### src/hw/rtl/rsd_pkg.sv
// Shared types and constants for the RGBE scanline decoder.
// Depends on nothing; used by every module in hw/rtl but rsd_checker.
`default_nettype none
package rsd_pkg;
  localparam int MaxWidth = 4096;
  localparam int ColW = 13;
  localparam int IdxW = 12;

  // Request opcodes
  localparam logic OP_FEED = 1'b0;
  localparam logic OP_READ = 1'b1;

  typedef enum logic [1:0] {
    PH_HEADER = 2'd0,
    PH_RLE    = 2'd1,
    PH_FLAT   = 2'd2
  } phase_t;

  typedef enum logic [1:0] {
    BK_IDLE  = 2'd0,
    BK_FILL  = 2'd1,
    BK_READ  = 2'd2,
    BK_READ2 = 2'd3
  } back_state_t;

  // Request from front to back: a span of buffer writes or a pixel read.
  typedef struct packed {
    logic            is_read;
    logic [IdxW-1:0] start;
    logic [ColW-1:0] count;
    logic [3:0]      lane_mask;
    logic [31:0]     pixel;
    logic            status;
    logic            line_done;
  } job_t;

  // Convert one mantissa/exponent pair into float32 bits.
  function automatic logic [31:0] chan_bits(input logic [7:0] m, input logic [7:0] e);
    logic [2:0] p;
    logic [8:0] s;
    logic [31:0] r;
    p = 3'd0;
    for (int i = 1; i < 8; i++) begin
      if (m[i]) p = 3'(i);
    end
    s = 9'(p) + 9'(e);
    r = 32'd0;
    if (e != 8'd0 && m != 8'd0) begin
      if (s >= 9'd10) begin
        r = {1'b0, 8'(s - 9'd9), 23'((32'(m) << (5'd23 - 5'(p))) & 32'h7FFFFF)};
      end else begin
        r = 32'(m) << (6'(e) + 6'd13);
      end
    end
    return r;
  endfunction
endpackage
`default_nettype wire

### src/hw/rtl/rsd_queue.sv
// Two-entry job queue between front and back.
// Depends on rsd_pkg.
`default_nettype none
module rsd_queue (
  input  wire logic          clk,
  input  wire logic          rst_n,
  input  wire logic          wr_en,
  input  wire rsd_pkg::job_t wr_job,
  output logic               full,
  output logic               rd_valid,
  output rsd_pkg::job_t      rd_job,
  input  wire logic          rd_en
);
  rsd_pkg::job_t mem_r [2];
  logic wp_r, rp_r;
  logic [1:0] cnt_r;

  assign full = (cnt_r == 2'd2);
  assign rd_valid = (cnt_r != 2'd0);
  assign rd_job = mem_r[rp_r];

  // Advance pointers
  always_ff @(posedge clk) begin
    if (!rst_n) begin
      wp_r <= 1'b0;
      rp_r <= 1'b0;
      cnt_r <= '0;
    end else begin
      if (wr_en) wp_r <= ~wp_r;
      if (rd_en) rp_r <= ~rp_r;
      cnt_r <= cnt_r + 2'(wr_en) - 2'(rd_en);
    end
  end

  always_ff @(posedge clk) begin
    if (wr_en) mem_r[wp_r] <= wr_job;
  end
endmodule
`default_nettype wire

### config.mk
export PLATFORM = sky130hd
export DESIGN_NAME = rsd_queue
export DESIGN_NICKNAME = d
export VERILOG_FILES = /design/src/hw/rtl/rsd_pkg.sv /design/src/hw/rtl/rsd_queue.sv
export SDC_FILE = /design/constraint.sdc
export NUM_CORES = 1
export LEC_CHECK = 0
export ABC_CLOCK_PERIOD_IN_PS = 4340
export BUFFER_PORTS_ARGS = -buffer_cell sky130_fd_sc_hd__clkbuf_2
export CORE_MARGIN = 8
export CORE_UTILIZATION = 47
export DETAILED_ROUTE_END_ITERATION = 12
export HOLD_SLACK_MARGIN = 0.03
export PLACE_DENSITY = 0.74
export SKIP_CTS_REPAIR_TIMING = 1
export SYNTH_ARGS = -nofsm -noshare
export SYNTH_HDL_FRONTEND = slang
export SYNTH_SLANG_ARGS = --single-unit
### constraint.sdc
create_clock -name clk -period 4.34 [get_ports clk]
set_input_delay 0.868 -clock clk [delete_from_list [all_inputs] [get_ports clk]]
set_output_delay 0.868 -clock clk [all_outputs]
set_load 0.01 [all_outputs]
# Word-level counts from Yosys, hierarchy flattened
# Memory sizes are Yosys's and may differ from the RTL's. A register that Yosys moved wholly into a read port is not among the register bits.
# Cells that the tools add are included.
# op_classes
addsub	2
n_eq_ne	1
muxes	4
bitwise	2
n_reduce_logical	1
# ops
operator	n
$mux 1	4
$add 2x1->2	1
$eq 2x2->1 const B	1
$not 1->1	2
$reduce_bool 2->1	1
$sub 2x1->2	1
# word_totals
regBits	4
ram_bits	128
in_bits	68
output_inout_bits	66
word_cells	14
mem_count	1
# memory_table
name	depth	word_bits	rd	rd_clocked_by_memory_dff	wr	line	source
mem_r	2	64	1	1	1	rsd_queue.sv:14	rsd_pkg::job_t mem_r [2];

# Logic depth before layout (Yosys ltp)
# Gate-level depths: netlist of the first run.
# depth
ltp_word	3
mapped_depth	6

# Worst setup path after synthesis of the first run
# No wires, ideal clock.
# synth_path
kind	input -> register
start	input wr_en
end	memory mem_r[0][0] in the netlist's numbering (enable)
setup_ns	0.495
t_arrival_ns	3.713
required_time_ns	3.845
path_slack_ns	0.132
path_stages	1
n_path_buf	0
path_cell_list	nor2b_1
# synth_between
elab_chain_len	2
# synth_rtl
element	line	source
start, declared	rsd_queue.sv:7	input wire logic wr_en,
$mux 1	rsd_queue.sv:36	if (wr_en) mem_r[wp_r] <= wr_job;
$mux 1 (not written as such)	rsd_queue.sv:36	
end, declared	rsd_queue.sv:14	
# No other way between the ends.

==> results of run 1 <==
[area by class of cell]
cell class / instances / area, sq um
Multi-Input combinational cell: 78 / 1080
Tap cell: 140 / 175
Clock buffer: 23 / 457
Timing Repair Buffer: 136 / 701
Sequential cell: 133 / 3950
Fill cell: 816 / 4280
Clock inverter: 9 / 104
Inverter: 2 / 7.51
[state kept, by name, indices dropped and copies added (netlist names), named ones only]
register and count:
mem_r 128, cnt_r 2, rp_r 1, wp_r 1
[routing by layer]
| layer | track usage | up-vias | wire length (um) |
|---|---|---|---|
| met1 | 0.136 | 1180 | 3540 |
| met4 | 0.0539 | 0 | 114 |
| met3 | 0.0634 | 11 | 981 |
| li1 | - | 1167 | - |
| met2 | 0.211 | 111 | 4500 |
| met5 | 0 | - | 0 |
[worst min path at each step]
| stage | startpoint | endpoint | slack [ns] | depth (start not counted) |
|---|---|---|---|---|
| floorplan | rp_r | register | 0.55 | 2 |
| global placement | rp_r | register | 0.56 | 2 |
| detailed placement | rp_r | register | 0.57 | 2 |
| CTS | wr_job[2] | mem_r[1][2] | 0.52 | 1 |
| global route | wr_job[6] | mem_r[0][6] | 0.52 | 1 |
| finish | wr_job[16] | mem_r[1][16] | 0.55 | 1 |
[where the power goes]
group / switching, uW / internal (uW) / total [uW] / leakage [uW]
Combinational: 148 / 182 / 329 / 0.00111
Sequential: 36.9 / 1490 / 1520 / 0.00124
Clock: 485 / 843 / 1330 / 0.000272
Total: 670 / 2510 / 3180 / 0.00263
[worst max-delay path, delay by kind of cell (launching register included)]
family,cells,cell delay (ns)
flops,1,0.77
mux,1,0.38
buf+inv,2,0.55
[through the flow]
step	area [sq um]	power, uW	hold WS [ns]
after global placement	5910	1870	0.560
after global routing	6470	3300	0.518
final	6470	3180	0.545
after detailed placement	5910	1890	0.573
after floorplan	5150	1770	0.555
after CTS	6470	3220	0.520
[kinds of logic (layout without fill, tap and decap cells)]
family | Yosys count | count (layout) | synth area share
compound gates | 1 | 1 | 0.00146
buf+inv | 9 | 170 | 0.0270
xor+xnor | 2 | 2 | 0.00608
mux | 64 | 64 | 0.184
flops | 133 | 133 | 0.766
simple gates | 9 | 9 | 0.0109
fa+ha+maj | 2 | 2 | 0.00486
[Yosys cell counts]
library cell / instances / area, sq um
xnor3_1: 1 / 22.5
edfxtp_1: 128 / 3840
inv_1: 2 / 7.51
nor2b_1: 4 / 25.0
buf_6: 1 / 11.3
or2_2: 1 / 6.26
mux2_4: 60 / 901
dfxtp_1: 5 / 100
o21a_1: 1 / 7.51
and2_1: 4 / 25.0
xor2_1: 1 / 8.76
buf_12: 6 / 120
ha_1: 2 / 25.0
mux2_2: 4 / 45.0
==> results.md, run 1 <==
* First-pass GRT wire length at 13900 um
* Mean Syn Cell Area at 23.4 sq um
* Reg-to-Reg Start: wp_r
* Endpoints failing setup at 0
* Setup Slack @ Placement at 1.76 ns
* Synth Register Bits at roughly 130
* CP arrival at between 2 and 2.5 ns
* Drt wl/cell at 17.5 um
* Synth-to-Final Area Change at 25.6%
* Total Neg Setup Slack at 0 ns
* Setup CP Type: reg -> out
* Hold crit path type: in -> reg
* DRT Wirelength at slightly above 9000 um
* Max rail drop VDD at 0.338 mV
* Leakage power at between 0.002 and 0.003 uW
* CP endpoint: rd_job[2]
* I/O pin count at 134
* R2R depth at 2
* Synth Warn # at 0
* Tmin final at 3.11 ns
* Initial antenna violation count at 0
* Crit-path cells: buf_4, mux2_2, clkbuf_2
* Overflow after GRT at 0
* CTS tree: built
* Final worst path period share at 0.716
* Row count at 38
* Antenna-violating nets left at 0
* ANT cells at 0
* CTS Root Cell: clkbuf_8
* Slew HR at 0.367
* Status: complete, no violations
* FF-to-FF setup slack at about 2.6 ns
* DP Cell Count at 489
* Total CTS buffers at 17
* Die width at 121 um
* Vias in the first global route at 2695
* Die area at 14600 sq um
* Port buffer count at 133
* CP peak stage delay at 0.77 ns
* Global router's overall resource usage at 0.128
* Setup crit end kind: output pin
* Syn Inst Count at 220
* Req. time, crit path at 3.47 ns
* Worst skew pair latency at 0.51 ns
* Number of slew-limit violations in the final report at 0
* Fin util at 0.602
* RSZ-0062 raised after global routing: no
* Clk slew on worst S/H paths at 0.06 ns
* CTS Buffer Depth at 2
* Core area at ~11000 sq um
* DRC at 0
* Most frequent cells in the layout: 133 x clkbuf_2, 128 x edfxtp_1, 60 x mux2_4
* PwrDens at 492 nW/um^2
* Fmax at between 300 and 400 MHz
* Vias per std cell at 4.74
* Nets at 438
* Largest net degree at the start of global routing at 65
* Netlist cell types at 14
* Sequential fraction of the synthesis area at 0.766
* CP startpoint kind: register
* Initial core utilization at 0.479
* Final Worst Setup Slack at 1.23 ns
* Maxcap violations at 0
* RD Place Congestion at 0.689
* Finished Layout Cells at 521
* DR iter-0 viols at 111
* Clock Skew at ~0.008 ns
* Drt first pass iters at 4
* Slowest cell on crit path: dfxtp_4
* End of the worst register-to-register path: mem_r[0][12]
* Commonest non-fill, non-tap cell in the layout: clkbuf_2
* Die height at 121 um
* H-tree Lvls at 4
* Share of layout cells above drive strength 1 at 0.609
* Worst Path Max Fanout at 34
* Syn_nets at 290
* Mapped Area at between 5000 and 6000 sq um
* Worst slew pin tran at 0.948 ns
* DP HPWL at ~6200 um
* Hold Violations, Final at 0
* DR vias at 2469
* CTS Sinks at 133
Power figures use the tool's default switching activity.
==> run 2: changes to the inputs <==
--- a/config.mk
+++ b/config.mk
@@ -5,7 +5,7 @@
 export SDC_FILE = /design/constraint.sdc
 export NUM_CORES = 1
 export LEC_CHECK = 0
-export ABC_CLOCK_PERIOD_IN_PS = 4340
+export ABC_CLOCK_PERIOD_IN_PS = 2600
 export BUFFER_PORTS_ARGS = -buffer_cell sky130_fd_sc_hd__clkbuf_2
 export CORE_MARGIN = 8
 export CORE_UTILIZATION = 47
==> constraint.sdc (replaced) <==
create_clock -name clk -period 2.6 [get_ports clk]
set_input_delay 0.52 -clock clk [delete_from_list [all_inputs] [get_ports clk]]
set_output_delay 0.52 -clock clk [all_outputs]
set_load 0.01 [all_outputs]
==> run 2 against run 1 <==
Compared with the run above: final area up 1.5%; non-clock buffer count up 3; cell count is 0.58% higher; combinational power is 75% higher; global-route usage down 0.30 points; register-to-register slack worse by 1.5 ns; utilization up 0.92 points; clock power grew 79%; count of clock-buffer cells in the layout shrank 6; via count decreased by 0.36%.
==> results.md, run 2 (synthesis gave the netlist of run 1 again) <==
* Status: complete, no violations
* Initial antenna violation count at 1
* Port buffer count at 133
* FF-to-FF setup slack at ~1.1 ns
* Die height at between 100 and 150 um
* Row count at 38
* Global router's overall resource usage at 0.125
* Finished Layout Cells at 524
* Setup Slack @ Placement at 0.755 ns
* Total Neg Setup Slack at 0 ns
* Most frequent cells in the layout: 133 x clkbuf_2, 128 x edfxtp_1, 60 x mux2_4
* Fmax at approximately 430 MHz
* End of the worst register-to-register path: mem_r[1][55]
* Vias in the first global route at 2655
* Total CTS buffers at 17
* Slew HR at 0.615
* First-pass GRT wire length at 13600 um
* Max reg flops at 128
* DR vias at approximately 2500
* Crit-path cells: buf_12, mux2_2, clkbuf_2
* CTS Sinks at 133
* Max rail drop VDD at 0.430 mV
* RD Place Congestion at 0.698
* DRC at 0
* Leakage power at 0.00267 uW
* Worst Path Max Fanout at 25
* Final worst path period share at 0.902
* CTS tree: built
* Drt first pass iters at 4
* Nets at about 440
* Reg-to-Reg Start: wp_r
* Overflow after GRT at 0
* Placed cell areas at 5970 sq um
* Clk slew on worst S/H paths at 0.06 ns
* Number of slew-limit violations in the final report at 0
* Final Worst Setup Slack at 0.255 ns
* Core area at 10700 sq um
* Commonest non-fill, non-tap cell in the layout: clkbuf_2
* Die area at 14600 sq um
* Synth-to-Final Area Change at 27.5%
* Maxcap violations at 0
* FF+latch area at 3950 sq um
* CTS Buffer Depth at 2
* Share of layout cells above drive strength 1 at 0.615
* CTS Root Cell: clkbuf_8
* CP endpoint: rd_job[2]
* Slowest cell on crit path: dfxtp_4
* Setup crit end kind: output pin
* DR iter-0 viols at 77
* R2R depth at 2
* Die width at between 100 and 150 um
* Top reg by flops: mem_r
* DP Cell Count at 492
* ANT cells at 0
* Drt wl/cell at 17.5 um
* Req. time, crit path at around 2.1 ns
* CP arrival at 1.82 ns
* Regs by FF count: mem_r x128, cnt_r x2
* Vias per std cell at between 4 and 5
* Endpoints failing setup at 0
* CP startpoint kind: register
* Clock Skew at approximately 0.0053 ns
* Worst slew pin tran at ~0.58 ns
* Hold Violations, Final at 0
* RSZ-0062 raised after global routing: no
* Area of the multi-input gates at about 1100 sq um
* Tmin final at 2.34 ns
* DP HPWL at 6350 um
* CP peak stage delay at approximately 0.55 ns
* Hold crit path type: in -> reg
* I/O pin count at roughly 130
* DRT Wirelength at about 9200 um
* Initial core utilization at 0.479
* Fin Hold WS at 0.205 ns
* Antenna-violating nets left at 0
* Fillers at 807
* PwrDens at 835 nW/um^2
* Final Cell Area at 6570 sq um
* Largest net degree at the start of global routing at 38
* Worst skew pair latency at 0.50 ns
* Setup CP Type: reg -> out
* H-tree Lvls at 4
-- run 2: final cells by class --
cell class / instances / share of cell area
Clock buffer: 17 / 0.0631
Clock inverter: 15 / 0.0284
Inverter: 2 / 0.00114
Multi-Input combinational cell: 78 / 0.164
Sequential cell: 133 / 0.601
Tap cell: 140 / 0.0267
Timing Repair Buffer: 139 / 0.116
-- run 2: per-stage QoR --
stage	util	total power, uW
after global routing	0.611	5670
after detailed placement	0.555	3160
after CTS	0.611	5550
after floorplan	-	2950
final	0.611	5480
after global placement	0.555	3140
-- run 2: where the power goes --
part           internal [uW]  switching [uW]
Combinational            314             262
Sequential              2480            46.7
Clock                   1540             840
-- run 2: worst min path at each step --
| stage | start | endpoint | cells past startpoint |
|---|---|---|---|
| global placement | rp_r | register | 2 |
| finish | wr_job[62] | mem_r[1][62] | 1 |
| CTS | wr_job[20] | mem_r[0][20] | 1 |
| floorplan | rp_r | register | 2 |
| detailed placement | rp_r | register | 2 |
| global route | wr_job[40] | mem_r[0][40] | 1 |
-- run 2: critical path: cells and delay by family (launching register included) --
family	cells	cell delay [ns]
buffers and inverters	2	0.39
DFF	1	0.55
muxes	1	0.36
-- run 2: per-layer routing --
| metal | vias to the layer above | wire [um] | track usage |
|---|---|---|---|
| met5 | - | 13 | 0 |
| met4 | 2 | 81 | 0.0656 |
| met3 | 8 | 696 | 0.0490 |
| met2 | 82 | 4720 | 0.208 |
| met1 | 1191 | 3680 | 0.134 |
| li1 | 1177 | - | - |
==> run 3: changes to the inputs <==
--- a/config.mk
+++ b/config.mk
@@ -11,7 +11,7 @@
 export CORE_UTILIZATION = 47
 export DETAILED_ROUTE_END_ITERATION = 12
 export HOLD_SLACK_MARGIN = 0.03
-export PLACE_DENSITY = 0.74
+export PLACE_DENSITY = 0.79
 export SKIP_CTS_REPAIR_TIMING = 1
 export SYNTH_ARGS = -nofsm -noshare
 export SYNTH_HDL_FRONTEND = slang
==> run 3 against run 2 <==
Compared with the run above: sequential share of layout area rose by 0.54 points; cell count rose by 0.38%; global-route usage rose by 0.35 points; non-clock buffer count rose by 2; count of clock-buffer cells in the layout rose by 6; clock skew barely moved; power fell by 3.6%; register-to-register slack improved by 0.03 ns; fmax fell by 3.2%; sequential power barely moved; critical endpoint is now rd_job[0]; largest cell class unchanged; highest routed layer unchanged.
==> results.md, run 3 (synthesis gave the netlist of run 1 again) <==
* Global router's overall resource usage at 0.128
* Commonest non-fill, non-tap cell in the layout: clkbuf_2
* Tmin final at about 2.4 ns
* I/O pin count at 134
* CTS Root Cell: clkbuf_8
* Synth-to-Final Area Change at 26.4%
* Worst skew pair latency at 0.51 ns
* Core area at ~11000 sq um
* DP HPWL at 6280 um
* Hold Violations, Final at 0
* Worst slew pin tran at roughly 0.45 ns
* Fmax at 413 MHz
* Share of power burned in registers at 0.479
* CP peak stage delay at 0.64 ns
* Fillers at 807
* Finished Layout Cells at 526
* Switching share of power at 0.210
* CTS Buffer Depth at 2
* Endpoints failing setup at 0
* Leakage power at about 0.0026 uW
* Met3 Use GR at 0.0690
* DRT Wirelength at ~9000 um
* H-tree Lvls at 4
* Nets at 443
* Total Neg Setup Slack at 0 ns
* Area of the multi-input gates at 1080 sq um
* Vias per std cell at 4.74
* Slowest cell on crit path: dfxtp_4
* First-pass GRT wire length at 14100 um
* DP Cell Count at 494
* Row count at 38
* Antenna-violating nets left at 0
* DR vias at 2493
* Port buffer count at 133
* Fin util at 0.606
* DRC at 0
* Max rail drop VDD at a little over 0.4 mV
* CP startpoint kind: register
* Top reg by flops: mem_r
* Slew HR at 0.697
* Vias in the first global route at 2801
* CP arrival at 1.90 ns
* Global routing met1 resource utilization at 0.138
* Maxcap violations at 0
* Switching power total at 1110 uW
* PwrDens at 812 nW/um^2
* Overflow after GRT at 0
* Regs by FF count: mem_r x128, cnt_r x2
* Die width at 121 um
* Clock Skew at 0.00528 ns
* Drt wl/cell at 17.2 um
* Internal power at 4170 uW
* Final worst path period share at 0.931
* CTS Sinks at between 100 and 150
* ANT cells at 0
* Clk slew on worst S/H paths at 0.06 ns
* RD Place Congestion at 0.647
* Most frequent cells in the layout: 133 x clkbuf_2, 128 x edfxtp_1, 60 x mux2_4
* Req. time, crit path at 2.08 ns
* Clk pwr share at 0.413
* Logic pwr share at 0.108
* Status: complete, no violations
* CTS tree: built
* Largest net degree at the start of global routing at 35
* Drt first pass iters at 6
* Max reg flops at 128
* FF+latch area at 3950 sq um
* Worst Path Max Fanout at 24
* Hold crit path type: in -> reg
* FF-to-FF setup slack at 1.13 ns
* Initial antenna violation count at 1
* Number of slew-limit violations in the final report at 0
* Crit-path cells: buf_4, mux2_2, clkbuf_2
* Die area at 14600 sq um
* Die height at 121 um
* DR iter-0 viols at 104
* Setup CP Type: reg -> out
* Grt met2 use at 0.210
* Share of layout cells above drive strength 1 at 0.611
* Setup crit end kind: output pin
* GR peak layer: met2
* Initial core utilization at 0.479
* RSZ-0062 raised after global routing: no
* Total CTS buffers at 17
[run 3: path summary, 6_finish.rpt]
path	endpoint	cells after the start	startpoint
max	rd_job[0]	3	register
min	mem_r[0][18]	1	wr_job[18]
max reg2reg	mem_r[1][22]	2	wp_r
min reg2reg	register	2	rp_r
[run 3: cell type report]
class,count,area share
clock buffers,23,0.0686
clock inverters,9,0.0160
inverters,2,0.00115
multi-input cells,78,0.165
flip-flops and latches,133,0.607
well taps,140,0.0269
repair buffers,141,0.115
[run 3: metal layers]
metal | share of wire | routed length, um
met1 | 0.39 | 3550
met2 | 0.50 | 4520
met3 | 0.093 | 842
met4 | 0.012 | 108
met5 | 0.0010 | 9
[run 3: worst max-delay path: cells and delay by family (launching register included)]
kind                   cells  cell delay (ns)
muxes                      1             0.35
buffers and inverters      2             0.40
DFF                        1             0.64
[run 3: power groups by stage]
stage / Sequential [uW] / Clock [uW] / Combinational [uW]
4_1_cts: 2530 / 2240 / 584
2_1_floorplan: 2550 / 0 / 401
5_1_grt: 2540 / 2350 / 616
3_5_place_dp: 2580 / 0 / 581
6_report: 2530 / 2190 / 569
3_3_place_gp: 2570 / 0 / 570
[run 3: stage by stage]
stage	power, uW	cell area (sq um)	hold slack, ns	worst slack [ns]
2_1_floorplan	2950	5160	0.555	0.148
3_3_place_gp	3140	5960	0.557	0.686
3_5_place_dp	3160	5960	0.558	0.685
4_1_cts	5360	6510	0.174	0.132
5_1_grt	5510	6510	0.167	0.0768
6_report	5290	6510	0.201	0.179
