### src/hw/rtl/rsd_pkg.sv
// Shared types and constants for the RGBE scanline decoder.
// Depends on nothing; used by every module in hw/rtl but rsd_checker.
`default_nettype none
package rsd_pkg;
  localparam int MaxWidth = 4096;
  localparam int ColW = 13;
  localparam int IdxW = 12;

  // Request opcodes
  localparam logic OP_FEED = 1'b0;
  localparam logic OP_READ = 1'b1;

  typedef enum logic [1:0] {
    PH_HEADER = 2'd0,
    PH_RLE    = 2'd1,
    PH_FLAT   = 2'd2
  } phase_t;

  typedef enum logic [1:0] {
    BK_IDLE  = 2'd0,
    BK_FILL  = 2'd1,
    BK_READ  = 2'd2,
    BK_READ2 = 2'd3
  } back_state_t;

  // Request from front to back: a span of buffer writes or a pixel read.
  typedef struct packed {
    logic            is_read;
    logic [IdxW-1:0] start;
    logic [ColW-1:0] count;
    logic [3:0]      lane_mask;
    logic [31:0]     pixel;
    logic            status;
    logic            line_done;
  } job_t;

  // Convert one mantissa/exponent pair into float32 bits.
  function automatic logic [31:0] chan_bits(input logic [7:0] m, input logic [7:0] e);
    logic [2:0] p;
    logic [8:0] s;
    logic [31:0] r;
    p = 3'd0;
    for (int i = 1; i < 8; i++) begin
      if (m[i]) p = 3'(i);
    end
    s = 9'(p) + 9'(e);
    r = 32'd0;
    if (e != 8'd0 && m != 8'd0) begin
      if (s >= 9'd10) begin
        r = {1'b0, 8'(s - 9'd9), 23'((32'(m) << (5'd23 - 5'(p))) & 32'h7FFFFF)};
      end else begin
        r = 32'(m) << (6'(e) + 6'd13);
      end
    end
    return r;
  endfunction
endpackage
`default_nettype wire

### src/hw/rtl/rsd_front.sv
// Front part: parses stream bytes and read requests into jobs.
// Depends on rsd_pkg.
`default_nettype none
module rsd_front (
  input  wire logic           clk,
  input  wire logic           rst_n,
  input  wire logic           cfg_we,
  input  wire logic [12:0]    cfg_wdata,
  input  wire logic           in_push,
  output logic                in_full,
  input  wire logic           in_opcode,
  input  wire logic [7:0]     in_data_byte,
  input  wire logic [11:0]    in_pixel_index,
  output logic                job_valid,
  output rsd_pkg::job_t       job,
  input  wire logic           job_full
);
  logic [12:0] width_r;
  rsd_pkg::phase_t phase_r, phase_nxt;
  logic [7:0] hb_r [4];
  logic [7:0] hb_nxt [4];
  logic [1:0] slot_r, slot_nxt;
  logic [1:0] chan_r, chan_nxt;
  logic [13:0] col_r, col_nxt;
  logic [7:0] pend_r, pend_nxt;
  logic [31:0] prev_r, prev_nxt;
  logic [4:0] shift_r, shift_nxt;
  logic [13:0] w;
  logic acc;
  logic [7:0] b;

  assign in_full = job_full;
  assign acc = in_push && !job_full;
  assign b = in_data_byte;

  // Clamp width to 1..MaxWidth
  always_comb begin
    if (width_r == 13'd0) w = 14'd1;
    else if ({1'b0, width_r} > 14'(rsd_pkg::MaxWidth)) w = 14'(rsd_pkg::MaxWidth);
    else w = {1'b0, width_r};
  end

  // Decode one request
  always_comb begin
    logic [31:0] px;
    logic [13:0] room;
    logic [31:0] run;
    logic st, dn, flat;
    phase_nxt = phase_r;
    hb_nxt = hb_r;
    slot_nxt = slot_r;
    chan_nxt = chan_r;
    col_nxt = col_r;
    pend_nxt = pend_r;
    prev_nxt = prev_r;
    shift_nxt = shift_r;
    job = '0;
    job_valid = 1'b0;
    st = 1'b0;
    dn = 1'b0;
    flat = 1'b0;
    px = '0;
    room = w - col_r;
    run = '0;
    if (acc) begin
      job_valid = 1'b1;
      if (in_opcode == rsd_pkg::OP_READ) begin
        job.is_read = 1'b1;
        job.start = in_pixel_index;
      end else if (phase_r == rsd_pkg::PH_RLE) begin
        job.lane_mask = 4'b0001 << chan_r;
        job.pixel = {4{b}};
        job.start = col_r[11:0];
        if (pend_r == 8'd0) begin
          if (b > 8'd128) begin
            if (col_r + 14'(b - 8'd128) > w) st = 1'b1;
            else pend_nxt = b;
          end else if (b > 8'd0) begin
            if (col_r + 14'(b) > w) st = 1'b1;
            else pend_nxt = b;
          end
        end else if (pend_r > 8'd128) begin
          job.count = 13'(pend_r - 8'd128);
          col_nxt = col_r + 14'(pend_r - 8'd128);
          pend_nxt = 8'd0;
        end else begin
          job.count = 13'd1;
          col_nxt = col_r + 14'd1;
          pend_nxt = pend_r - 8'd1;
        end
        if (!st && col_nxt >= w) begin
          if (chan_r == 2'd3) dn = 1'b1;
          else begin
            chan_nxt = chan_r + 2'd1;
            col_nxt = '0;
            pend_nxt = '0;
          end
        end
      end else begin
        hb_nxt[slot_r] = b;
        slot_nxt = slot_r + 2'd1;
        if (slot_r == 2'd3) begin
          if (phase_r == rsd_pkg::PH_HEADER) begin
            col_nxt = '0;
            shift_nxt = '0;
            if (hb_r[0] == 8'd2 && hb_r[1] == 8'd2 && {hb_r[2], b} == 16'(w)
                && w >= 14'd8) begin
              phase_nxt = rsd_pkg::PH_RLE;
              chan_nxt = '0;
              pend_nxt = '0;
            end else begin
              phase_nxt = rsd_pkg::PH_FLAT;
              flat = 1'b1;
            end
          end else begin
            flat = 1'b1;
          end
        end
        // Flat pixel or old-style repeat
        if (flat) begin
          px = {b, hb_r[2], hb_r[1], hb_r[0]};
          room = w - col_nxt;
          job.lane_mask = 4'b1111;
          job.start = col_nxt[11:0];
          if (hb_r[0] == 8'd1 && hb_r[1] == 8'd1 && hb_r[2] == 8'd1 && col_nxt != 14'd0) begin
            run = 32'(b) << shift_r;
            if (run > 32'(room)) run = 32'(room);
            job.count = 13'(run);
            job.pixel = prev_r;
            col_nxt = col_nxt + 14'(run);
            shift_nxt = (shift_r >= 5'd16) ? 5'd24 : shift_r + 5'd8;
          end else begin
            job.count = 13'd1;
            job.pixel = px;
            prev_nxt = px;
            shift_nxt = '0;
            col_nxt = col_nxt + 14'd1;
          end
          if (col_nxt >= w) dn = 1'b1;
        end
      end
      // Restart line on overflow or completion
      if (st || dn) begin
        phase_nxt = rsd_pkg::PH_HEADER;
        slot_nxt = '0;
        chan_nxt = '0;
        col_nxt = '0;
        pend_nxt = '0;
        shift_nxt = '0;
      end
      job.status = st;
      job.line_done = dn;
    end
  end

  // Hold decoder state
  always_ff @(posedge clk) begin
    if (!rst_n) begin
      width_r <= 13'd8;
      phase_r <= rsd_pkg::PH_HEADER;
      for (int i = 0; i < 4; i++) hb_r[i] <= '0;
      slot_r <= '0;
      chan_r <= '0;
      col_r <= '0;
      pend_r <= '0;
      prev_r <= '0;
      shift_r <= '0;
    end else if (cfg_we) begin
      width_r <= cfg_wdata;
      phase_r <= rsd_pkg::PH_HEADER;
      slot_r <= '0;
      chan_r <= '0;
      col_r <= '0;
      pend_r <= '0;
      shift_r <= '0;
    end else begin
      phase_r <= phase_nxt;
      hb_r <= hb_nxt;
      slot_r <= slot_nxt;
      chan_r <= chan_nxt;
      col_r <= col_nxt;
      pend_r <= pend_nxt;
      prev_r <= prev_nxt;
      shift_r <= shift_nxt;
    end
  end
endmodule
`default_nettype wire

### config.mk
export PLATFORM = sky130hd
export DESIGN_NAME = rsd_front
export DESIGN_NICKNAME = d
export VERILOG_FILES = /design/src/hw/rtl/rsd_pkg.sv /design/src/hw/rtl/rsd_front.sv
export SDC_FILE = /design/constraint.sdc
export NUM_CORES = 1
export LEC_CHECK = 0
export ABC_AREA = 1
export BUFFER_PORTS_ARGS = -buffer_cell sky130_fd_sc_hd__buf_2
export CAP_MARGIN = 20
export CORE_MARGIN = 2
export CORE_UTILIZATION = 65
export DETAILED_ROUTE_END_ITERATION = 6
export PLACE_DENSITY = 0.89
export SLEW_MARGIN = 20
export SYNTH_ARGS = -nofsm -noshare
export SYNTH_HDL_FRONTEND = slang
export SYNTH_SLANG_ARGS = --single-unit
### constraint.sdc
create_clock -name clk -period 21.6 [get_ports clk]
set_input_delay 3.24 -clock clk [delete_from_list [all_inputs] [get_ports clk]]
set_output_delay 3.24 -clock clk [all_outputs]
set_load 0.03 [all_outputs]
After elaboration in Yosys (flattened, before gate mapping)
Index checks and enable logic that the tools add are counted.
W data, S select, Z words.
{"block": "word_totals", "reg_bits": 110, "input_bits": 39, "out_inout_bits": 66, "wordCells": 197}
{"block": "classes", "addsub": 14, "magnitude_cmp": 13, "eq_ne": 13, "shift": 2, "n_mux": 106, "n_bitwise": 5, "reduce_logical": 32}
{"cell": "$mux W14", "n": 28}
{"cell": "$mux W61", "n": 2}
{"cell": "$mux W8", "n": 15}
{"cell": "$mux W64", "n": 1}
{"cell": "$mux W13", "n": 4}
{"cell": "$mux W49", "n": 1}
{"cell": "$add A14 B14 Y14", "n": 3}
{"cell": "$mux W5", "n": 8}
{"cell": "$mux W2", "n": 17}
{"cell": "$bwmux W32", "n": 1}
{"cell": "$gt A32 B14 Y1", "n": 1}
{"cell": "$mux W32", "n": 1}
{"cell": "$shl A8 B5 Y32", "n": 1}
{"cell": "$add A14 B1 Y14 const B", "n": 2}
{"cell": "$ge A14 B14 Y1", "n": 2}
{"cell": "$gt A14 B14 Y1", "n": 2}
{"cell": "$sub A8 B8 Y9 const B", "n": 3}
{"cell": "$mux W1", "n": 26}
{"cell": "$eq A8 B1 Y1 const B", "n": 3}
{"cell": "$reduce_and A5 Y1", "n": 4}
{"cell": "$demux W8 S2", "n": 1}
{"cell": "$eq A16 B14 Y1", "n": 1}
{"cell": "$eq A8 B2 Y1 const B", "n": 2}
{"cell": "$gt A8 B8 Y1 const B", "n": 2}
{"cell": "34 further kinds", "n": 54}

Longest topological paths before layout
Gate-level depths: netlist of run 1.
{"block": "depth", "ltp_word": 31, "depth_mapped": 59, "depth_no_buf": 57}

Worst setup path after synthesis of run 1
No wires, ideal clock.
{"block": "synth_timing", "kind": "in2out", "from": "input in_data_byte[7]", "to": "output job[0] in the netlist's numbering", "t_arrival_ps": 8003, "setup_slack_ps": 10357, "path_stages": 38, "path_cell_list": "buf_2 inv_1 nor2_1 ha_1 nand2_1 nor2_1 nand2_1 o211ai_1 nand2_1 nand3_1 nand2_1 inv_2 clkbuf_1 clkbuf_1 nand2_1 nand3_1 inv_1 ha_1 (+2 left out) a211oi_1 nand2_1 nand2_1 nand2_1 a21o_1 xor2_1 inv_1 ha_1 inv_1 nor3_1 a211oi_1 nand2_1 nand2_1 nand2_1 a21oi_1 nand3_2 nand3_4 nor2_1"}
{"element": "from (decl)", "line": "rsd_front.sv:12", "rtl": "input wire logic [7:0] in_data_byte,"}
{"element": "to (decl)", "line": "rsd_front.sv:15", "rtl": "output rsd_pkg::job_t job,"}

==> out/results.txt, run 1 <==
status - completed
RSZ-0062 raised after global routing - false
Setup WS post-layout - 9.727 ns
Placement Setup Slack - 9.998 ns
standard-cell rows - 46
Sequential cell area - 1982 um2
# Post-CTS Setup Buffers - 0
arrival time at the worst endpoint - 8.63 ns
Pwr Density - 43.79 nW/um2
Max IR drop VDD - 43.36 uV
Vias - 12,103
CTS sink count - 99
DRC - 0
Multi-input gate area - 7507 um2
Vias/cell - 6.085
share of cells above drive strength 1 - 12.36%
PortBufs - 104
crit-path most repeated cell - nand2_1
die height - 131.3 um
Max Buffers Root-to-Sink - 2
Post-Synthesis Cells - 1,696
FF-to-FF setup slack - 12.79 ns
Final ANT Viol Nets - 0
worst-path maximum fanout - 24
Post-CTS Resized - 0
pin count of the biggest net entering global routing - 65
pins over their slew limit - 0
Final Skew - 0.01819 ns
Final Hold Fails - 0
asr flop ratio synth - 0%
Cell Area, Synth - 10,540 um2
clock-pin slew on the worst setup and hold paths - 0.08 ns
Final GP Congestion - 1.071
Crit path buffers/inverters - 7
number of global-route vias before repair - 10,702
Hold WC Path Type - flip-flop to flip-flop
hold_buf cts - 0
Initial Utilization - 66.34%
Final min period - 11.87 ns
max frequency - 84.23 MHz
die width - 131.3 um
DR iter-0 viols - 1,455
sum of negative setup slack - 0 ns
synth unique cells - 50
largest family of logic cells by synthesized area - simple AND/OR/NAND/NOR gates
Routed Wire Length - 35,190 um
EDFF count, synth - 0
Final Setup Violations - 0
DIE AREA - 17,250 um2
YS warnings - 0
CTS Root Cell - clkbuf_16
Synth Flop Type - dfxtp_1
Non-Filler Instances - 1,989
CP Launch Type - flip-flop
Synth Area in Compound Gates - 21.57%
CP max stage cell - ha_1
LEAKAGE - 5.522 nW
CTS tree - built
post-synthesis mux area share - 0%
Area growth, synth to finish - 8.774%
Crit path max-delay family - simple AND/OR/NAND/NOR gates
syn_area_per_cell - 6.214 um2
Final nets - 1,923
Crit. End Element - output pin
Skew-Pair Late Insertion Delay - 0.38 ns
Worst Max-Slew Pin Slew - 1.140 ns
leading area contributor after synthesis - dfxtp_1
CORE AREA - 15,890 um2
GRT overflow - 0
antenna violations before repair - 0
worst stage delay on the critical path - 0.64 ns
first-pass GRT wire length - 54,400 um
Synth top area share - 18.81%
MaxCap Viol Count - 0
Tcrit/Tclk final - 54.97%
Final HPWL DP - 26,890 um
H-tree levels - 3
synthesis-stage register bit count - 99
Simple-Gate Fraction of Synth Area - 30.77%
Post-Synth XOR/XNOR Area - 4.405%
FILL cells - 1,409
Crit Path Class - flip-flop to output pin
drt wl/cell - 17.69 um
Worst EP required - 18.36 ns
All-Layer GR Usage - 38.94%
register area share after synthesis - 18.81%
Max-slew headroom - 23.71%
1st-pass router iterations - 6
Synth area leaders - dfxtp_1, ha_1, nand2_1
DP Cell Count - 1,971
Ports - 105
Post-Synth Adder-Cell Area - 14.18%
CTS buffer count - 9
==> cell usage after synthesis (all sizes together) (11+ instances only) <==
cell      n
a211oi   11
a21oi   218
buf      14
clkbuf   41
dfxtp    99
ha      113
inv     216
nand2   343
nand3    92
nand4    27
nor2    192
nor3     28
o211ai   23
o21ai   134
or2      34
xor2     43
==> report_power, final <==
part	internal (mW)	switching (mW)	leakage (nW)
clock	0.0828	0.0893	0.146
sequential	0.185	0.00328	0.802
combinational	0.0469	0.0944	4.57
==> per-layer routing <==
metal	global-route usage (%)	wire (um)	vias up	part of all wire, %
li1	-	-	5796	-
met1	50.76	13840	5470	39
met2	61.46	15510	726	44
met3	11.27	4676	111	13
met4	13.89	1167	0	3.3
met5	0	0	-	0
==> path summary, 6_finish.rpt <==
kind                                              start                 endpoint  cells past startpoint
worst max-delay path             slot_r[1]$_SDFFE_PP0P_                   job[0]                     49
worst min-delay path            prev_r[26]$_SDFFE_PN0P_  prev_r[26]$_SDFFE_PN0P_                      2
worst max register to register   slot_r[1]$_SDFFE_PP0P_  shift_r[4]$_SDFFE_PP0P_                     54
worst min register to register  prev_r[26]$_SDFFE_PN0P_  prev_r[26]$_SDFFE_PN0P_                      2
==> cell usage in the layout, fill, tap and decap left out, types with 11 or more instances in the layout <==
cell type / netlist / final
a211oi_1: 11 / 11
ha_1: 113 / 113
o21ai_0: 130 / 130
nor3_1: 28 / 28
a21oi_1: 217 / 217
nand2_2: 13 / 13
inv_2: 17 / 17
nand4_1: 26 / 26
nand3_1: 85 / 85
buf_2: 6 / 104
nand2_1: 325 / 325
o211ai_1: 22 / 22
or2_2: 34 / 34
inv_1: 198 / 198
dfxtp_1: 99 / 99
nor2_1: 184 / 182
xor2_1: 43 / 43
==> flip-flops by register name (all words and copies together) (netlist names) <==
name / count
prev_r: 32
hb_r: 24
chan_r: 2
slot_r: 2
phase_r: 2
pend_r: 8
shift_r: 2
col_r: 14
width_r: 13
==> final cells by class <==
| type | instances | share of cell area (%) |
|---|---|---|
| clock buffer | 9 | 1.965 |
| antenna | 1 | 0.02183 |
| multi-input combinational | 1327 | 65.49 |
| inverter | 220 | 7.247 |
| tap | 216 | 2.358 |
| timing repair buffer | 110 | 4.933 |
| clock inverter | 7 | 0.6985 |
| sequential | 99 | 17.29 |
==> cell families after synthesis <==
kind of cell	count (synthesis)
buffers and inverters	275
AOI/OAI and AO/OA	420
and+or+nand+nor	731
DFF	99
xor gates and xnor gates	53
adders and majority gates	117
other	1
==> tightest hold or removal path, stage by stage (launching register included) <==
cell and delay [ns]:
dfxtp_1 0.31, nand2_1 0.06, a21oi_1 0.05
==> stage by stage <==
stage	total power [mW]	hold slack [ns]	area [um2]	util, %
3_3_place_gp	0.3244	0.4398	11150	70.18
5_1_grt	0.5218	0.4830	11460	72.15
3_5_place_dp	0.3276	0.4534	11150	70.18
4_1_cts	0.4951	0.4637	11450	72.10
2_1_floorplan	0.2895	0.4297	10560	-
6_report	0.5020	0.4642	11460	72.16
Note: power is estimated with default switching activity, not from simulation.
==> inputs of run 2 (changes only) <==
--- a/config.mk
+++ b/config.mk
@@ -9,9 +9,9 @@
 export BUFFER_PORTS_ARGS = -buffer_cell sky130_fd_sc_hd__buf_2
 export CAP_MARGIN = 20
 export CORE_MARGIN = 2
-export CORE_UTILIZATION = 65
+export CORE_UTILIZATION = 56
 export DETAILED_ROUTE_END_ITERATION = 6
-export PLACE_DENSITY = 0.89
+export PLACE_DENSITY = 0.81
 export SLEW_MARGIN = 20
 export SYNTH_ARGS = -nofsm -noshare
 export SYNTH_HDL_FRONTEND = slang
==> constraint.sdc (replaced) <==
create_clock -name clk -period 9.8 [get_ports clk]
set_input_delay 1.47 -clock clk [delete_from_list [all_inputs] [get_ports clk]]
set_output_delay 1.47 -clock clk [all_outputs]
set_load 0.03 [all_outputs]
==> run 2 against run 1 <==
Compared with the run above: the flow now finishes with violations (DRC); flip-flop and latch count stayed put; via count down 2.3%; clock skew barely moved; critical path depth increased by 2.
==> out/results.txt, run 2 (synthesized netlist as in run 1, its figures left out) <==
die height - 141.2 um (was 131.3 um)
antenna cells - 0 (was 1)
CP max stage cell - fa_1 (was ha_1)
DIE AREA - 19,930 um2 (was 17,250 um2)
Hold WS - 0.4640 ns (was 0.4642 ns)
GRT overflow - 0 (unchanged)
clock-pin slew on the worst setup and hold paths - 0.08 ns (about the same)
CTS buffer count - 9 (unchanged)
arrival time at the worst endpoint - 7.63 ns (was 8.63 ns)
worst-path maximum fanout - 24 (unchanged)
Ports - 105 (unchanged)
internal power - 699.0 uW (was 314.9 uW)
commonest non-fill, non-tap cell in the layout - nand2_1 (unchanged)
Pwr Density - 95.84 nW/um2 (was 43.79 nW/um2)
Seq pwr share - 37.4% (was 37.5%)
Final GP Congestion - 0.9837 (was 1.071)
largest register by flop count - prev_r (unchanged)
LEAKAGE - 5.574 nW (was 5.522 nW)
most frequent cells in the layout - nand2_1, a21oi_1, inv_1, nor2_1, o21ai_0 (unchanged)
Routed Wire Length - 35,470 um (was 35,190 um)
Final Hold Fails - 0 (unchanged)
Hold WC Path Type - flip-flop to flip-flop (unchanged)
Multi-input gate area - 7525 um2 (was 7507 um2)
DR iter-0 viols - 1,078 (was 1,455)
Vias/cell - 5.869 (was 6.085)
Crit. End Element - output pin (unchanged)
failing checks - DRC
Tcrit/Tclk final - 92.84%
All-Layer GR Usage - 35.14% (was 38.94%)
crit-path most repeated cell - nand2_1 (unchanged)
number of global-route vias before repair - 10,882 (was 10,702)
1st-pass router iterations - 7 (was 6)
Vias - 11,826 (was 12,103)
Final min period - 9.098 ns
combinational power share - 27.6% (was 28.2%)
die width - 141.2 um (was 131.3 um)
status - complete, but fails checks (was completed)
MaxCap Viol Count - 0 (unchanged)
Final HPWL DP - 27,000 um (was 26,890 um)
Sequential cell area - 1983 um2 (was 1982 um2)
pins over their slew limit - 0 (unchanged)
worst stage delay on the critical path - 0.40 ns (was 0.64 ns)
CTS sink count - 99 (unchanged)
Tot Pwr - 1.111 mW (was 502.0 uW)
standard-cell rows - 50 (was 46)
CP Launch Type - flip-flop (unchanged)
Largest register FFs - 32 (unchanged)
hold_buf cts - 0 (unchanged)
Final Skew - 0.01821 ns (was 0.01819 ns)
Initial Utilization - 56.72% (was 66.34%)
CTS Root Cell - clkbuf_16 (unchanged)
sum of negative setup slack - 0 ns (unchanged)
sw frac - 37.09% (was 37.26%)
final instance area - 11,590 um2 (was 11,460 um2)
antenna violations before repair - 0 (unchanged)
PortBufs - 104 (unchanged)
pin count of the biggest net entering global routing - 65 (unchanged)
switching pwr - 412.1 uW (was 187.0 uW)
Worst EP required - 8.33 ns (was 18.36 ns)
clock network power share - 34.9% (was 34.3%)
Final Setup Violations - 0 (unchanged)
drt wl/cell - 17.60 um (was 17.69 um)
Max IR drop VDD - 88.79 uV (was 43.36 uV)
Skew-Pair Late Insertion Delay - 0.38 ns (about the same)
DRC - 6 (was 0)
Max-slew headroom - 29.34% (was 23.71%)
Cell Area, Placed - 11,190 um2 (was 11,150 um2)
Crit Path Class - flip-flop to output pin (unchanged)
first-pass GRT wire length - 55,830 um (was 54,400 um)
CTS tree - built (unchanged)
Final nets - 1,932 (was 1,923)
Worst Max-Slew Pin Slew - 1.056 ns (was 1.140 ns)
CORE AREA - 18,580 um2 (was 15,890 um2)
H-tree levels - 3 (unchanged)
max frequency - 109.9 MHz
Final ANT Viol Nets - 0 (unchanged)
Area growth, synth to finish - 9.997% (was 8.774%)
share of cells above drive strength 1 - 13.25% (was 12.36%)
biggest regs - prev_r x32, hb_r x24, col_r x14 (unchanged)
FILL cells - 1,848 (was 1,409)
Max Buffers Root-to-Sink - 2 (unchanged)
-- run 2: power groups by stage --
stage                     Clock (mW)  Combinational, mW  Sequential, mW
after CTS                      0.387              0.297           0.415
after floorplan                    0              0.216           0.422
after detailed placement           0              0.295           0.424
after global placement             0              0.291           0.424
final                          0.388              0.307           0.416
after global routing           0.404              0.343           0.416
-- run 2: routing by layer --
layer,GRT usage [%],vias up,routed length (um)
li1,-,5809,-
met1,46.84,5378,14920
met2,56.75,549,16120
met3,6.148,90,3289
met4,13.42,0,1130
met5,0,-,0
-- run 2: through the flow --
stage / worst slack (ns) / std cells / util [%]
2_1_floorplan: 1.507 / 1701 / -
3_3_place_gp: 1.039 / 1992 / 60.24
3_5_place_dp: 0.7687 / 1992 / 60.24
4_1_cts: 0.3329 / 2008 / 61.95
5_1_grt: -0.04100 / 2015 / 62.39
6_report: 0.7019 / 2015 / 62.39
-- run 2: cell type report --
class	instances	share of cell area [%]
clock buffers	9	1.943
clock inverters	7	0.7879
inverters	220	7.242
multi-input cells	1327	64.91
flip-flops and latches	99	17.11
well taps	234	2.526
repair buffers	119	5.483
-- run 2: what timing repair did --
action | 4_1_cts | 5_1_grt
resized for setup | 0 | 15
endpoints found under the setup margin | 0 | 1
setup buffers | 0 | 6
-- run 2: worst max-delay path: cells and delay by family (launching register included) --
family | cells | cell delay, ns
AOI/OAI and AO/OA | 15 | 2.45
buffers and inverters | 11 | 1.04
adders and majority gates | 5 | 1.26
DFF | 1 | 0.33
xor gates and xnor gates | 2 | 0.41
and+or+nand+nor | 18 | 1.75
-- run 2: worst paths after layout --
| check | startpoint | slack, ns | to | cells after the start |
|---|---|---|---|---|
| worst max-delay path | width_r[5]$_SDFFE_PN0P_ | 0.70 | job[0] | 51 |
| worst min-delay path | prev_r[0]$_SDFFE_PN0P_ | 0.46 | prev_r[0]$_SDFFE_PN0P_ | 2 |
| worst max register to register | width_r[5]$_SDFFE_PN0P_ | 1.98 | pend_r[1]$_SDFFE_PP0P_ | 53 |
| worst min register to register | prev_r[0]$_SDFFE_PN0P_ | 0.46 | prev_r[0]$_SDFFE_PN0P_ | 2 |
==> inputs of run 3 (changes only) <==
--- a/config.mk
+++ b/config.mk
@@ -11,6 +11,7 @@
 export CORE_MARGIN = 2
 export CORE_UTILIZATION = 56
 export DETAILED_ROUTE_END_ITERATION = 6
+export MAX_ROUTING_LAYER = met4
 export PLACE_DENSITY = 0.81
 export SLEW_MARGIN = 20
 export SYNTH_ARGS = -nofsm -noshare
==> run 3 against run 2 <==
Compared with the run above: the flow now finishes without violations; cell area is 0.29% lower; global-route usage is 0.47 points higher; sequential power hardly changed; combinational power hardly changed; final cell count is 0.15% lower; clock-buffer cell count stayed put; core utilization is 0.18 points lower; maximum frequency is 1.5% lower; setup slack worse by 0.14 ns; flip-flop and latch count stayed put; non-clock buffer count is 3 lower; clock power hardly changed; critical path type unchanged; critical endpoint unchanged; largest cell class unchanged.
==> out/results.txt, run 3 (synthesized netlist as in run 1, its figures left out) <==
number of global-route vias before repair - 10,560 (was 10,882)
antenna cells - 0 (unchanged)
CTS tree - built (unchanged)
GRT overflow - 0 (unchanged)
PortBufs - 104 (unchanged)
Final min period - 9.240 ns (was 9.098 ns)
status - completed (was complete, but fails checks)
All-Layer GR Usage - 35.60% (was 35.14%)
Max Buffers Root-to-Sink - 2 (unchanged)
Final GP Congestion - 1.013 (was 0.9837)
H-tree levels - 3 (unchanged)
CP max stage cell - dfxtp_1 (was fa_1)
DR iter-0 viols - 958 (was 1,078)
Cell Area, Placed - 11,200 um2 (was 11,190 um2)
Final Skew - 0.01478 ns (was 0.01821 ns)
Hold WS - 0.4644 ns (was 0.4640 ns)
Crit Path Class - flip-flop to output pin (unchanged)
antenna violations before repair - 0 (unchanged)
Tcrit/Tclk final - 94.29% (was 92.84%)
CP Launch Type - flip-flop (unchanged)
Skew-Pair Late Insertion Delay - 0.37 ns (was 0.38 ns)
CTS sink count - 99 (unchanged)
Placement Setup Slack - 0.8472 ns (was 0.7687 ns)
hold_buf cts - 0 (unchanged)
Final HPWL DP - 27,070 um (was 27,000 um)
Non-Filler Instances - 2,012 (was 2,015)
Max IR drop VDD - 90.66 uV (was 88.79 uV)
max frequency - 108.2 MHz (was 109.9 MHz)
MaxCap Viol Count - 0 (unchanged)
worst-path maximum fanout - 24 (unchanged)
Max-slew headroom - 27.62% (was 29.34%)
Routed Wire Length - 34,950 um (was 35,470 um)
Final Setup Violations - 0 (unchanged)
die height - 141.2 um (unchanged)
Worst EP required - 8.33 ns (about the same)
sum of negative setup slack - 0 ns (unchanged)
Area growth, synth to finish - 9.676% (was 9.997%)
Vias - 11,735 (was 11,826)
pins over their slew limit - 0 (unchanged)
most frequent cells in the layout - nand2_1, a21oi_1, inv_1, nor2_1, o21ai_0 (unchanged)
DIE AREA - 19,930 um2 (unchanged)
Worst Max-Slew Pin Slew - 1.082 ns (was 1.056 ns)
crit-path most repeated cell - nand2_1 (unchanged)
Pwr Density - 95.71 nW/um2 (was 95.84 nW/um2)
RSZ-0062 raised after global routing - false
DP Cell Count - 1,993 (was 1,992)
LEAKAGE - 5.566 nW (was 5.574 nW)
clock-pin slew on the worst setup and hold paths - 0.08 ns (about the same)
CORE AREA - 18,580 um2 (unchanged)
Setup WS post-layout - 0.5601 ns (was 0.7019 ns)
worst stage delay on the critical path - 0.47 ns (was 0.40 ns)
first-pass GRT wire length - 54,770 um (was 55,830 um)
largest register by flop count - prev_r (unchanged)
DRC - 0 (was 6)
1st-pass router iterations - 5 (was 7)
Ports - 105 (unchanged)
standard-cell rows - 50 (unchanged)
drt wl/cell - 17.37 um (was 17.60 um)
CTS Root Cell - clkbuf_16 (unchanged)
share of cells above drive strength 1 - 12.88% (was 13.25%)
Final Hold Fails - 0 (unchanged)
pin count of the biggest net entering global routing - 65 (unchanged)
Final nets - 1,929 (was 1,932)
Vias/cell - 5.833 (was 5.869)
Initial Utilization - 56.72% (unchanged)
CTS buffer count - 9 (unchanged)
biggest regs - prev_r x32, hb_r x24, col_r x14 (unchanged)
arrival time at the worst endpoint - 7.77 ns (was 7.63 ns)
final instance area - 11,560 um2 (was 11,590 um2)
Crit. End Element - output pin (unchanged)
Hold WC Path Type - flip-flop to flip-flop (unchanged)
commonest non-fill, non-tap cell in the layout - nand2_1 (unchanged)
Final ANT Viol Nets - 0 (unchanged)
die width - 141.2 um (unchanged)
Largest register FFs - 32 (unchanged)
## run 3: metrics by stage
stage,power (mW),util [%]
floorplan,0.6381,-
global placement,0.7155,60.28
detailed placement,0.7196,60.28
CTS,1.102,61.97
global route,1.160,62.21
finish,1.106,62.21
## run 3: timing repair
| item | in CTS | in global routing |
|---|---|---|
| resized for setup | 0 | 8 |
| endpoints found under the setup margin | 0 | 1 |
| buffers inserted | 0 | 3 |
## run 3: where the power goes
group / leakage (nW) / switching, mW / internal, mW
clock network: 0.153 / 0.201 / 0.185
logic: 4.61 / 0.201 / 0.104
registers: 0.802 / 0.00674 / 0.408
total: 5.57 / 0.409 / 0.697
## run 3: routing by layer
layer | share of wire, % | global-route usage [%] | vias up
met4 | 3.5 | 12.68 | 0
met3 | 8.6 | 5.333 | 91
met2 | 44 | 54.93 | 531
li1 | - | - | 5797
met1 | 44 | 47.51 | 5316
met5 | 0 | - | -
## run 3: final cells by class
cell class | count | area [um2]
Clock buffer | 9 | 225.2
Tap cell | 234 | 292.8
Timing Repair Buffer | 116 | 610.6
Clock inverter | 7 | 88.84
Multi-Input combinational cell | 1327 | 7526
Inverter | 220 | 833.3
Sequential cell | 99 | 1982
Fill cell | 1853 | 7022
## run 3: worst paths after layout
| path | start | endpoint | slack, ns | depth (start not counted) |
|---|---|---|---|---|
| max | width_r[12]$_SDFFE_PN0P_ | job[0] | 0.56 | 47 |
| min | prev_r[0]$_SDFFE_PN0P_ | prev_r[0]$_SDFFE_PN0P_ | 0.46 | 2 |
| max reg2reg | width_r[12]$_SDFFE_PN0P_ | shift_r[4]$_SDFFE_PP0P_ | 1.86 | 49 |
| min reg2reg | prev_r[0]$_SDFFE_PN0P_ | prev_r[0]$_SDFFE_PN0P_ | 0.46 | 2 |
## run 3: worst max-delay path: cells and delay by family (launching register included)
family,cells,cell delay [ns]
xor+xnor,2,0.43
buf+inv,8,1.14
fa+ha+maj,5,1.38
simple gates,21,2.18
compound gates,11,1.79
flops,1,0.47
